## src/design/pcms_pkg.sv

```systemverilog
// ----------------------------------------------------------------------------
// pcms_pkg: shared types and constants for the point charge motion step
// Fixed-point format, register indexes, input codes and the command and
// status records that pass between the controller and the datapath.
// ----------------------------------------------------------------------------
`default_nettype none

package pcms_pkg;

    localparam int FRAC_BITS  = 16;
    localparam int ROOT_STEPS = 32;
    localparam int DIV_STEPS  = 64;
    localparam int CAP_W      = 62 - FRAC_BITS;
    localparam int UNIT_W     = FRAC_BITS + 1;
    localparam int CNT_W      = $clog2(DIV_STEPS);

    localparam logic [1:0] REG_GAIN     = 2'd0;
    localparam logic [1:0] REG_INV_MASS = 2'd1;
    localparam logic [1:0] REG_TSTEP    = 2'd2;
    localparam logic [1:0] REG_MIN_DIST = 2'd3;

    localparam logic IN_PLACE  = 1'b0;
    localparam logic IN_SOURCE = 1'b1;

    localparam logic [1:0] DIV_Q1 = 2'd0;
    localparam logic [1:0] DIV_Q2 = 2'd1;
    localparam logic [1:0] DIV_UX = 2'd2;
    localparam logic [1:0] DIV_UY = 2'd3;

    localparam logic [1:0] EPH_ACC = 2'd0;
    localparam logic [1:0] EPH_VEL = 2'd1;
    localparam logic [1:0] EPH_POS = 2'd2;

    typedef enum logic [3:0] {
        S_IDLE, S_SQX, S_SQY, S_ROOT, S_DIST, S_CHK, S_DIVI, S_DIVS, S_DIVE,
        S_MAG, S_ADD, S_EUL, S_OUT
    } t_state;

    typedef enum logic [3:0] {
        OP_NONE, OP_PLACE, OP_LOAD, OP_SQX, OP_SQY, OP_ROOT, OP_DIST,
        OP_DIV_INIT, OP_DIV_STEP, OP_DIV_END, OP_MAG, OP_ADD, OP_EMUL,
        OP_ESAT, OP_EMIT
    } t_op;

    typedef struct packed {
        t_op        op;
        logic [1:0] sel;
        logic       axis;
        logic [1:0] phase;
    } t_cmd;

    typedef struct packed {
        logic skip;
        logic last;
    } t_stat;

    function automatic logic signed [31:0] sat32(input logic signed [49:0] v);
        if (v > 50'sd2147483647) begin
            return 32'sh7FFFFFFF;
        end else if (v < -50'sd2147483648) begin
            return 32'sh80000000;
        end
        return v[31:0];
    endfunction

endpackage

`default_nettype wire

```

## src/design/pcms_ctrl.sv

```systemverilog
// ----------------------------------------------------------------------------
// pcms_ctrl: sequencer for the point charge motion step
// Steps the datapath through distance, divisions, accumulation and the
// Euler update, and owns the input and output handshakes.
// ----------------------------------------------------------------------------
`default_nettype none

module pcms_ctrl (
    input  wire logic           i_clk,
    input  wire logic           i_rst_n,
    input  wire logic           i_s_valid,
    input  wire logic           i_s_op,
    output logic                o_s_ready,
    output logic                o_m_valid,
    input  wire logic           i_m_ready,
    input  wire pcms_pkg::t_stat i_stat,
    output pcms_pkg::t_cmd      o_cmd
);

    pcms_pkg::t_state r_state, n_state;
    logic [pcms_pkg::CNT_W-1:0] r_cnt, n_cnt;
    logic [1:0] r_sel, n_sel;
    logic [2:0] r_ph, n_ph;
    logic r_axis, n_axis;
    logic r_ov, n_ov;

    always_ff @(posedge i_clk) begin
        if (!i_rst_n) begin
            r_state <= pcms_pkg::S_IDLE;
            r_cnt   <= '0;
            r_sel   <= '0;
            r_ph    <= '0;
            r_axis  <= 1'b0;
            r_ov    <= 1'b0;
        end else begin
            r_state <= n_state;
            r_cnt   <= n_cnt;
            r_sel   <= n_sel;
            r_ph    <= n_ph;
            r_axis  <= n_axis;
            r_ov    <= n_ov;
        end
    end

    always_comb begin
        n_state = r_state;
        n_cnt   = r_cnt;
        n_sel   = r_sel;
        n_ph    = r_ph;
        n_axis  = r_axis;
        n_ov    = r_ov && !i_m_ready;
        o_s_ready = 1'b0;
        o_cmd.op    = pcms_pkg::OP_NONE;
        o_cmd.sel   = r_sel;
        o_cmd.axis  = r_axis;
        o_cmd.phase = r_ph[2:1];
        unique case (r_state)
            pcms_pkg::S_IDLE: begin
                o_s_ready = 1'b1;
                if (i_s_valid) begin
                    if (i_s_op == pcms_pkg::IN_SOURCE) begin
                        o_cmd.op = pcms_pkg::OP_LOAD;
                        n_state  = pcms_pkg::S_SQX;
                    end else begin
                        o_cmd.op = pcms_pkg::OP_PLACE;
                    end
                end
            end
            pcms_pkg::S_SQX: begin
                o_cmd.op = pcms_pkg::OP_SQX;
                n_state  = pcms_pkg::S_SQY;
            end
            pcms_pkg::S_SQY: begin
                o_cmd.op = pcms_pkg::OP_SQY;
                n_cnt    = '0;
                n_state  = pcms_pkg::S_ROOT;
            end
            pcms_pkg::S_ROOT: begin
                o_cmd.op = pcms_pkg::OP_ROOT;
                n_cnt    = r_cnt + 1'b1;
                if (r_cnt == pcms_pkg::CNT_W'(pcms_pkg::ROOT_STEPS - 1)) begin
                    n_state = pcms_pkg::S_DIST;
                end
            end
            pcms_pkg::S_DIST: begin
                o_cmd.op = pcms_pkg::OP_DIST;
                n_state  = pcms_pkg::S_CHK;
            end
            pcms_pkg::S_CHK: begin
                n_sel  = pcms_pkg::DIV_Q1;
                n_ph   = '0;
                n_axis = 1'b0;
                if (!i_stat.skip) begin
                    n_state = pcms_pkg::S_DIVI;
                end else if (i_stat.last) begin
                    n_state = pcms_pkg::S_EUL;
                end else begin
                    n_state = pcms_pkg::S_IDLE;
                end
            end
            pcms_pkg::S_DIVI: begin
                o_cmd.op = pcms_pkg::OP_DIV_INIT;
                n_cnt    = '0;
                n_state  = pcms_pkg::S_DIVS;
            end
            pcms_pkg::S_DIVS: begin
                o_cmd.op = pcms_pkg::OP_DIV_STEP;
                n_cnt    = r_cnt + 1'b1;
                if (r_cnt == pcms_pkg::CNT_W'(pcms_pkg::DIV_STEPS - 1)) begin
                    n_state = pcms_pkg::S_DIVE;
                end
            end
            pcms_pkg::S_DIVE: begin
                o_cmd.op = pcms_pkg::OP_DIV_END;
                if (r_sel == pcms_pkg::DIV_UY) begin
                    n_axis  = 1'b0;
                    n_state = pcms_pkg::S_MAG;
                end else begin
                    n_sel   = r_sel + 1'b1;
                    n_state = pcms_pkg::S_DIVI;
                end
            end
            pcms_pkg::S_MAG: begin
                o_cmd.op = pcms_pkg::OP_MAG;
                n_state  = pcms_pkg::S_ADD;
            end
            pcms_pkg::S_ADD: begin
                o_cmd.op = pcms_pkg::OP_ADD;
                n_ph     = '0;
                if (!r_axis) begin
                    n_axis  = 1'b1;
                    n_state = pcms_pkg::S_MAG;
                end else begin
                    n_axis  = 1'b0;
                    n_state = i_stat.last ? pcms_pkg::S_EUL : pcms_pkg::S_IDLE;
                end
            end
            pcms_pkg::S_EUL: begin
                o_cmd.op = r_ph[0] ? pcms_pkg::OP_ESAT : pcms_pkg::OP_EMUL;
                if (r_ph == 3'd5) begin
                    n_ph = '0;
                    if (r_axis) begin
                        n_state = pcms_pkg::S_OUT;
                    end else begin
                        n_axis = 1'b1;
                    end
                end else begin
                    n_ph = r_ph + 1'b1;
                end
            end
            pcms_pkg::S_OUT: begin
                if (!r_ov || i_m_ready) begin
                    o_cmd.op = pcms_pkg::OP_EMIT;
                    n_ov     = 1'b1;
                    n_state  = pcms_pkg::S_IDLE;
                end
            end
            default: begin
                n_state = pcms_pkg::S_IDLE;
            end
        endcase
    end

    assign o_m_valid = r_ov;

`ifndef SYNTHESIS
    a_busy_after_source: assert property (@(posedge i_clk) disable iff (!i_rst_n)
        (i_s_valid && o_s_ready && i_s_op == pcms_pkg::IN_SOURCE) |=> !o_s_ready)
        else $error("input taken while a source word is in work");
    a_emit_free: assert property (@(posedge i_clk) disable iff (!i_rst_n)
        (o_cmd.op == pcms_pkg::OP_EMIT) |-> (!r_ov || i_m_ready))
        else $error("result overwritten before it was taken");
    a_emit_valid: assert property (@(posedge i_clk) disable iff (!i_rst_n)
        (o_cmd.op == pcms_pkg::OP_EMIT) |=> o_m_valid)
        else $error("result emitted without valid");
    a_phase_range: assert property (@(posedge i_clk) disable iff (!i_rst_n)
        (r_state == pcms_pkg::S_EUL) |-> (r_ph <= 3'd5))
        else $error("Euler phase out of range");
`endif

endmodule

`default_nettype wire

```

## config.mk

```make
export PLATFORM = sky130hd
export DESIGN_NAME = pcms_ctrl
export DESIGN_NICKNAME = d
export VERILOG_FILES = /design/src/design/pcms_pkg.sv /design/src/design/pcms_ctrl.sv
export SDC_FILE = /design/constraint.sdc
export NUM_CORES = 1
export LEC_CHECK = 0
export BUFFER_PORTS_ARGS = -buffer_cell sky130_fd_sc_hd__buf_2
export CAP_MARGIN = 25
export CORE_MARGIN = 10
export CORE_UTILIZATION = 50
export DETAILED_ROUTE_END_ITERATION = 6
export GPL_TIMING_DRIVEN = 0
export PLACE_DENSITY_LB_ADDON = 0.3
export SETUP_SLACK_MARGIN = 0.5
export SLEW_MARGIN = 10
export SYNTH_ARGS = -nofsm -noshare
export SYNTH_HDL_FRONTEND = slang
export SYNTH_SLANG_ARGS = --single-unit
```

## constraint.sdc

```tcl
create_clock -name i_clk -period 4.3 [get_ports i_clk]
set_input_delay 0.86 -clock i_clk [delete_from_list [all_inputs] [get_ports i_clk]]
set_output_delay 0.86 -clock i_clk [all_outputs]
set_load 0.005 [all_outputs]
```

After elaboration in Yosys (flattened, before gate mapping)
Cells that the tools add are included.
{ "op_classes": {"n_addsub": 3, "multipliers": 0, "n_div": 0, "n_lt_le_gt_ge": 0, "n_eq_ne": 25, "shifts": 0, "muxes": 29, "bitwise_logic": 0, "reduce_logical": 15} }
{ "op_table": {"columns": ["operator", "n"], "rows": [
  ["4-bit case mux with 13 select lines", 1],
  ["4-bit 2-to-1 mux", 12],
  ["4-bit case mux with 12 select lines", 1],
  ["4-bit equality test (second input constant)", 5],
  ["2-bit inequality test (second input constant)", 9],
  ["4-bit by 3-bit equality test with 1-bit output (second input constant)", 4],
  ["6-bit case mux with 2 select lines", 1],
  ["4-bit by 2-bit equality test with 1-bit output (second input constant)", 2],
  ["1-bit 2-to-1 mux", 7],
  ["7-bit AND reduction", 1],
  ["6-bit by 1-bit adder with 6-bit output (second input constant)", 1],
  ["6-bit by 5-bit equality test with 1-bit output (second input constant)", 1],
  ["6-bit equality test (second input constant)", 1],
  ["2-bit 2-to-1 mux", 3],
  ["3-bit case mux with 2 select lines", 1],
  ["2-bit nonzero test", 3],
  ["2-bit OR reduction", 3],
  ["4-bit by 1-bit equality test with 1-bit output (second input constant)", 1],
  ["4-bit zero test", 1],
  ["1-bit case mux with 4 select lines", 1],
  ["2-bit case mux with 2 select lines", 1],
  ["4-bit nonzero test", 1],
  ["3-bit by 1-bit adder with 3-bit output (second input constant)", 1],
  ["3-bit equality test (second input constant)", 1],
  ["other kinds (8)", 9]
]} }
{ "totals": {"ff_bits": 17, "latchBits": 0, "ramBits": 0, "mem_bits_ro": 0, "inputBits": 7, "output_inout_bits": 11, "word_cells": 78, "mem_count": 0} }

Logic depth before layout (Yosys ltp)
{ "depth": {"ltp_word": 4, "ltp_mapped": 6, "ltp_nobuf": 5} }

Worst setup path after synthesis
OpenSTA, ideal clock, no wires.
{ "synth_timing": {"path_type": "input to output", "startpoint": "input port i_m_ready", "endpoint": "output port o_cmd[6] (netlist name)", "arrival_time_ns": 1.421, "required_time_ns": 3.440, "setup_slack_ns": 2.019, "cell_stages": 4, "path_cell_list": "nor2b_1 -> o22a_1 -> nor2_1 -> o22a_1"} }
{ "synth_lines": {"columns": ["item", "line_no", "source"], "rows": [
  ["start, declared", "pcms_ctrl.sv:15", "input wire logic i_m_ready,"],
  ["end, declared", "pcms_ctrl.sv:17", "output pcms_pkg::t_cmd o_cmd"]
]} }

==> results.py <==
metrics = {
    "outcome": {
        "outcome": "finished, final reports clean",
    },
    "sta": {
        "setup_repair_after_global_routing_missed_its_margin": "false",
        "slew_of_the_pin_with_the_lowest_slew_margin_ns": 0.582,
        "finalSetupViolCount": 0,
        "max_freq_ghz": 0.350,
        "clock_skew_ns": 0.00145,
        "hold_violations": 0,
        "setup_slack_ns": 1.44,
        "final_min_period_over_clock_period_pct": 66.5,
        "final.min_clock_period_ns": 2.86,
        "slew_headroom_pct": 60.6,
        "maxSlewViolCount": 0,
        "setup_tns_ns": 0,
    },
    "routing": {
        "dr_total_vias": 1218,
        "detailedRoute.firstPassIterationCount": 4,
        "via_cell_ratio": 5.88,
        "met3RoutedLength_um": 280,
        "detailed_route_wire_length_per_cell_um": 15.3,
        "drt_iter0_drc": 129,
        "drcViolationCount": 0,
        "highest_metal_layer_used_by_the_detailed_router": "met4",
        "wl_met2_um": 1280,
        "drt.antenna.violating_nets": 0,
        "wl_met1_um": 1560,
        "wirelength_um": 3160,
    },
    "critical_path": {
        "cp_slowest_stage_delay_ns": 0.48,
        "cp.buffers_inverters": 3,
        "rr_startpoint": "r_cnt[0]",
        "critical_path.reg2reg.endpoint": "r_state[1]",
        "cp_slowest_cell": "sky130_fd_sc_hd__dfxtp_1",
        "crit_path_start_kind": "flop",
        "critPathKind": "reg2out",
        "category_of_cells_accounting_for_the_largest_share_of_critical_path_delay": "buffers and inverters",
        "cp_cell_sequence": "buf_2 > buf_1 > nor2_1 > a21oi_1 > o22ai_1 > buf_2",
        "reg2reg_slack_ns": 2.45,
        "crit_path_capture_type": "primary output",
        "crit_end": "o_cmd[8]",
        "path_depth": 6,
        "required_ns": 3.44,
        "crit_start": "r_state[1]",
        "rr_worst_depth": 5,
        "critical_path_arrival_ns": 2.00,
        "most_repeated_library_cell_on_the_critical_path": "sky130_fd_sc_hd__buf_2",
        "worst-path-max-fanout": 10,
    },
    "floorplanning": {
        "dieWidth_um": 69.3,
        "floorplan.initialDensity_pct": 53.9,
        "core_area_mm2": 0.00225,
        "dieHeight_um": 69.3,
        "fp.dieArea_mm2": 0.00480,
        "ios": 18,
        "placement_rows": 17,
    },
    "placed_design": {
        "dpl.hpwl_um": 2340,
        "place_worst_setup_slack_ns": 1.73,
        "placedCellCount": 203,
        "place.gp.congestion": 0.941,
        "io_buf_count": 17,
    },
    "run": {
        "timing.max_cap.violations": 0,
    },
    "global_routing": {
        "number_of_antenna_violations_at_the_first_check_in_global_routing": 0,
        "gr-usage-all-layers_pct": 13.0,
        "grt_start_max_net_pins": 11,
        "grt_overflow": 0,
        "grt_first_pass_wirelength_um": 5460,
        "grt_pass1_vias": 1193,
    },
    "synth": {
        "synth_enable_flop_cells": 0,
        "seq_area_frac_synth_pct": 28.0,
        "ys_seq_elements": 17,
        "synth.net_count": 167,
        "synth_area_mm2": 0.00121,
        "synthFlopType": "sky130_fd_sc_hd__dfxtp_1",
        "synth-async-reset-ratio_pct": 0,
        "post-synth-top-area-fraction_pct": 28.0,
        "synth_cell_type_count": 52,
        "syn-instance-count": 158,
        "yosys.area.top_type": "sky130_fd_sc_hd__dfxtp_1",
        "syn-mean-instance-area_um2": 7.69,
        "ys_top_cells_by_area": "sky130_fd_sc_hd__dfxtp_1, sky130_fd_sc_hd__nand2_1, sky130_fd_sc_hd__o21ai_0",
        "synthesis.yosys.warnings": 0,
    },
    "layout": {
        "stdcell_count": 207,
        "diodes_inserted": 0,
        "mostFrequentLayoutCell": "sky130_fd_sc_hd__buf_2",
        "final_util_pct": 60.4,
        "area_of_the_multi_input_gates_um2": 788,
        "fin_nets": 189,
        "syn_to_final_growth_pct": 12.0,
        "layout.cells.most_common_list": "sky130_fd_sc_hd__buf_2, sky130_fd_sc_hd__nand2_1, sky130_fd_sc_hd__dfxtp_1",
        "fill_cells": 225,
        "sequential_cell_area_um2": 340,
        "post_route_cells_drive_above_1_share_pct": 20.1,
    },
    "cts": {
        "path_clk_slew_ns": 0.10,
        "numClockSinks": 17,
        "clk_path_buf_depth": 2,
        "cts_setup_buffers": 0,
        "post_cts_resize_count": 0,
        "insertion_delay_ns": 0.29,
        "numCtsBuffers": 3,
        "clockRootBuffer": "sky130_fd_sc_hd__clkbuf_4",
        "cts_htree_levels": 1,
        "cts_tree": "yes",
        "cts_hold_buf": 0,
    },
    "pwr": {
        "power_after_layout_uw": 522,
        "power.ir.vdd_worst_mv": 0.242,
        "cellLeakagePower_nw": 0.531,
        "pwr_density_cell_mw_per_mm2": 384,
    },
    "hold_path": {
        "timing.hold.worst_path_depth": 2,
        "worst_hold_path_type": "reg2reg",
    },
}
cell usage after synthesis, drive strengths merged, types with 3 or more instances:
cell,count
mux2i,5
o22ai,3
inv,4
and2,4
dfxtp,17
a21boi,4
nor2,7
o21ai,11
clkbuf,5
nor4,3
a21oi,10
nor3,7
nand3,4
nor2b,7
nand2b,5
buf,9
nand2,19
flip-flops by register name, summed over array words and instances (netlist names):
register	cells
r_cnt	6
r_state	4
r_ph	3
r_sel	2
o_m_valid	1
r_axis	1
power by group:
part	leakage, nW	internal, mW	switching, mW
logic	0.378	0.0989	0.149
clock network	0.0150	0.0361	0.0514
registers	0.137	0.168	0.0181
total	0.531	0.303	0.219
cell families after synthesis:
family / after synthesis / share of synthesized area [%]
AND/OR/NAND/NOR: 69 / 32.5
AO/OA/AOI/OAI: 46 / 25.4
buffers and inverters: 18 / 7.10
flip-flops: 17 / 28.0
multiplexers: 5 / 4.12
adder cells (fa/ha/maj): 2 / 2.06
XOR/XNOR: 1 / 0.721
routing by layer:
metal  GRT usage, %  vias to the layer above
met5              0                        -
met4           6.21                        0
met3           3.42                        4
met2           17.4                       53
met1           18.3                      548
li1               -                      613
cell type report:
cell class	count	area share, %
buffer	14	5.24
clock buffer	4	1.93
inverter	4	1.10
multi-input combinational	123	57.9
sequential	17	25.0
tap	28	2.57
timing repair buffer	17	6.25
worst min path at each step:
stage / startpoint / endpoint / slack, ns
after global routing: r_cnt[4] / r_cnt[4] / 0.58
after detailed placement: r_cnt[4] / r_cnt[4] / 0.51
after CTS: r_cnt[4] / r_cnt[4] / 0.52
final: r_cnt[0] / r_cnt[0] / 0.52
after floorplan: r_cnt[0] / r_cnt[0] / 0.47
after global placement: r_cnt[0] / r_cnt[0] / 0.49
stage by stage:
step	area (µm²)	hold slack (ns)
final	1360	0.518
after global routing	1360	0.575
after CTS	1360	0.525
after detailed placement	1340	0.510
after global placement	1340	0.487
after floorplan	1210	0.470
worst reg2reg max path, cell delays in order, from the launching register on:
cell and delay (ns):
sky130_fd_sc_hd__dfxtp_1 0.38, sky130_fd_sc_hd__ha_1 0.21, sky130_fd_sc_hd__nand3_2 0.11, sky130_fd_sc_hd__o311a_1 0.40, sky130_fd_sc_hd__or3_4 0.42, sky130_fd_sc_hd__o211a_1 0.24
Power figures use the tool's default switching activity.
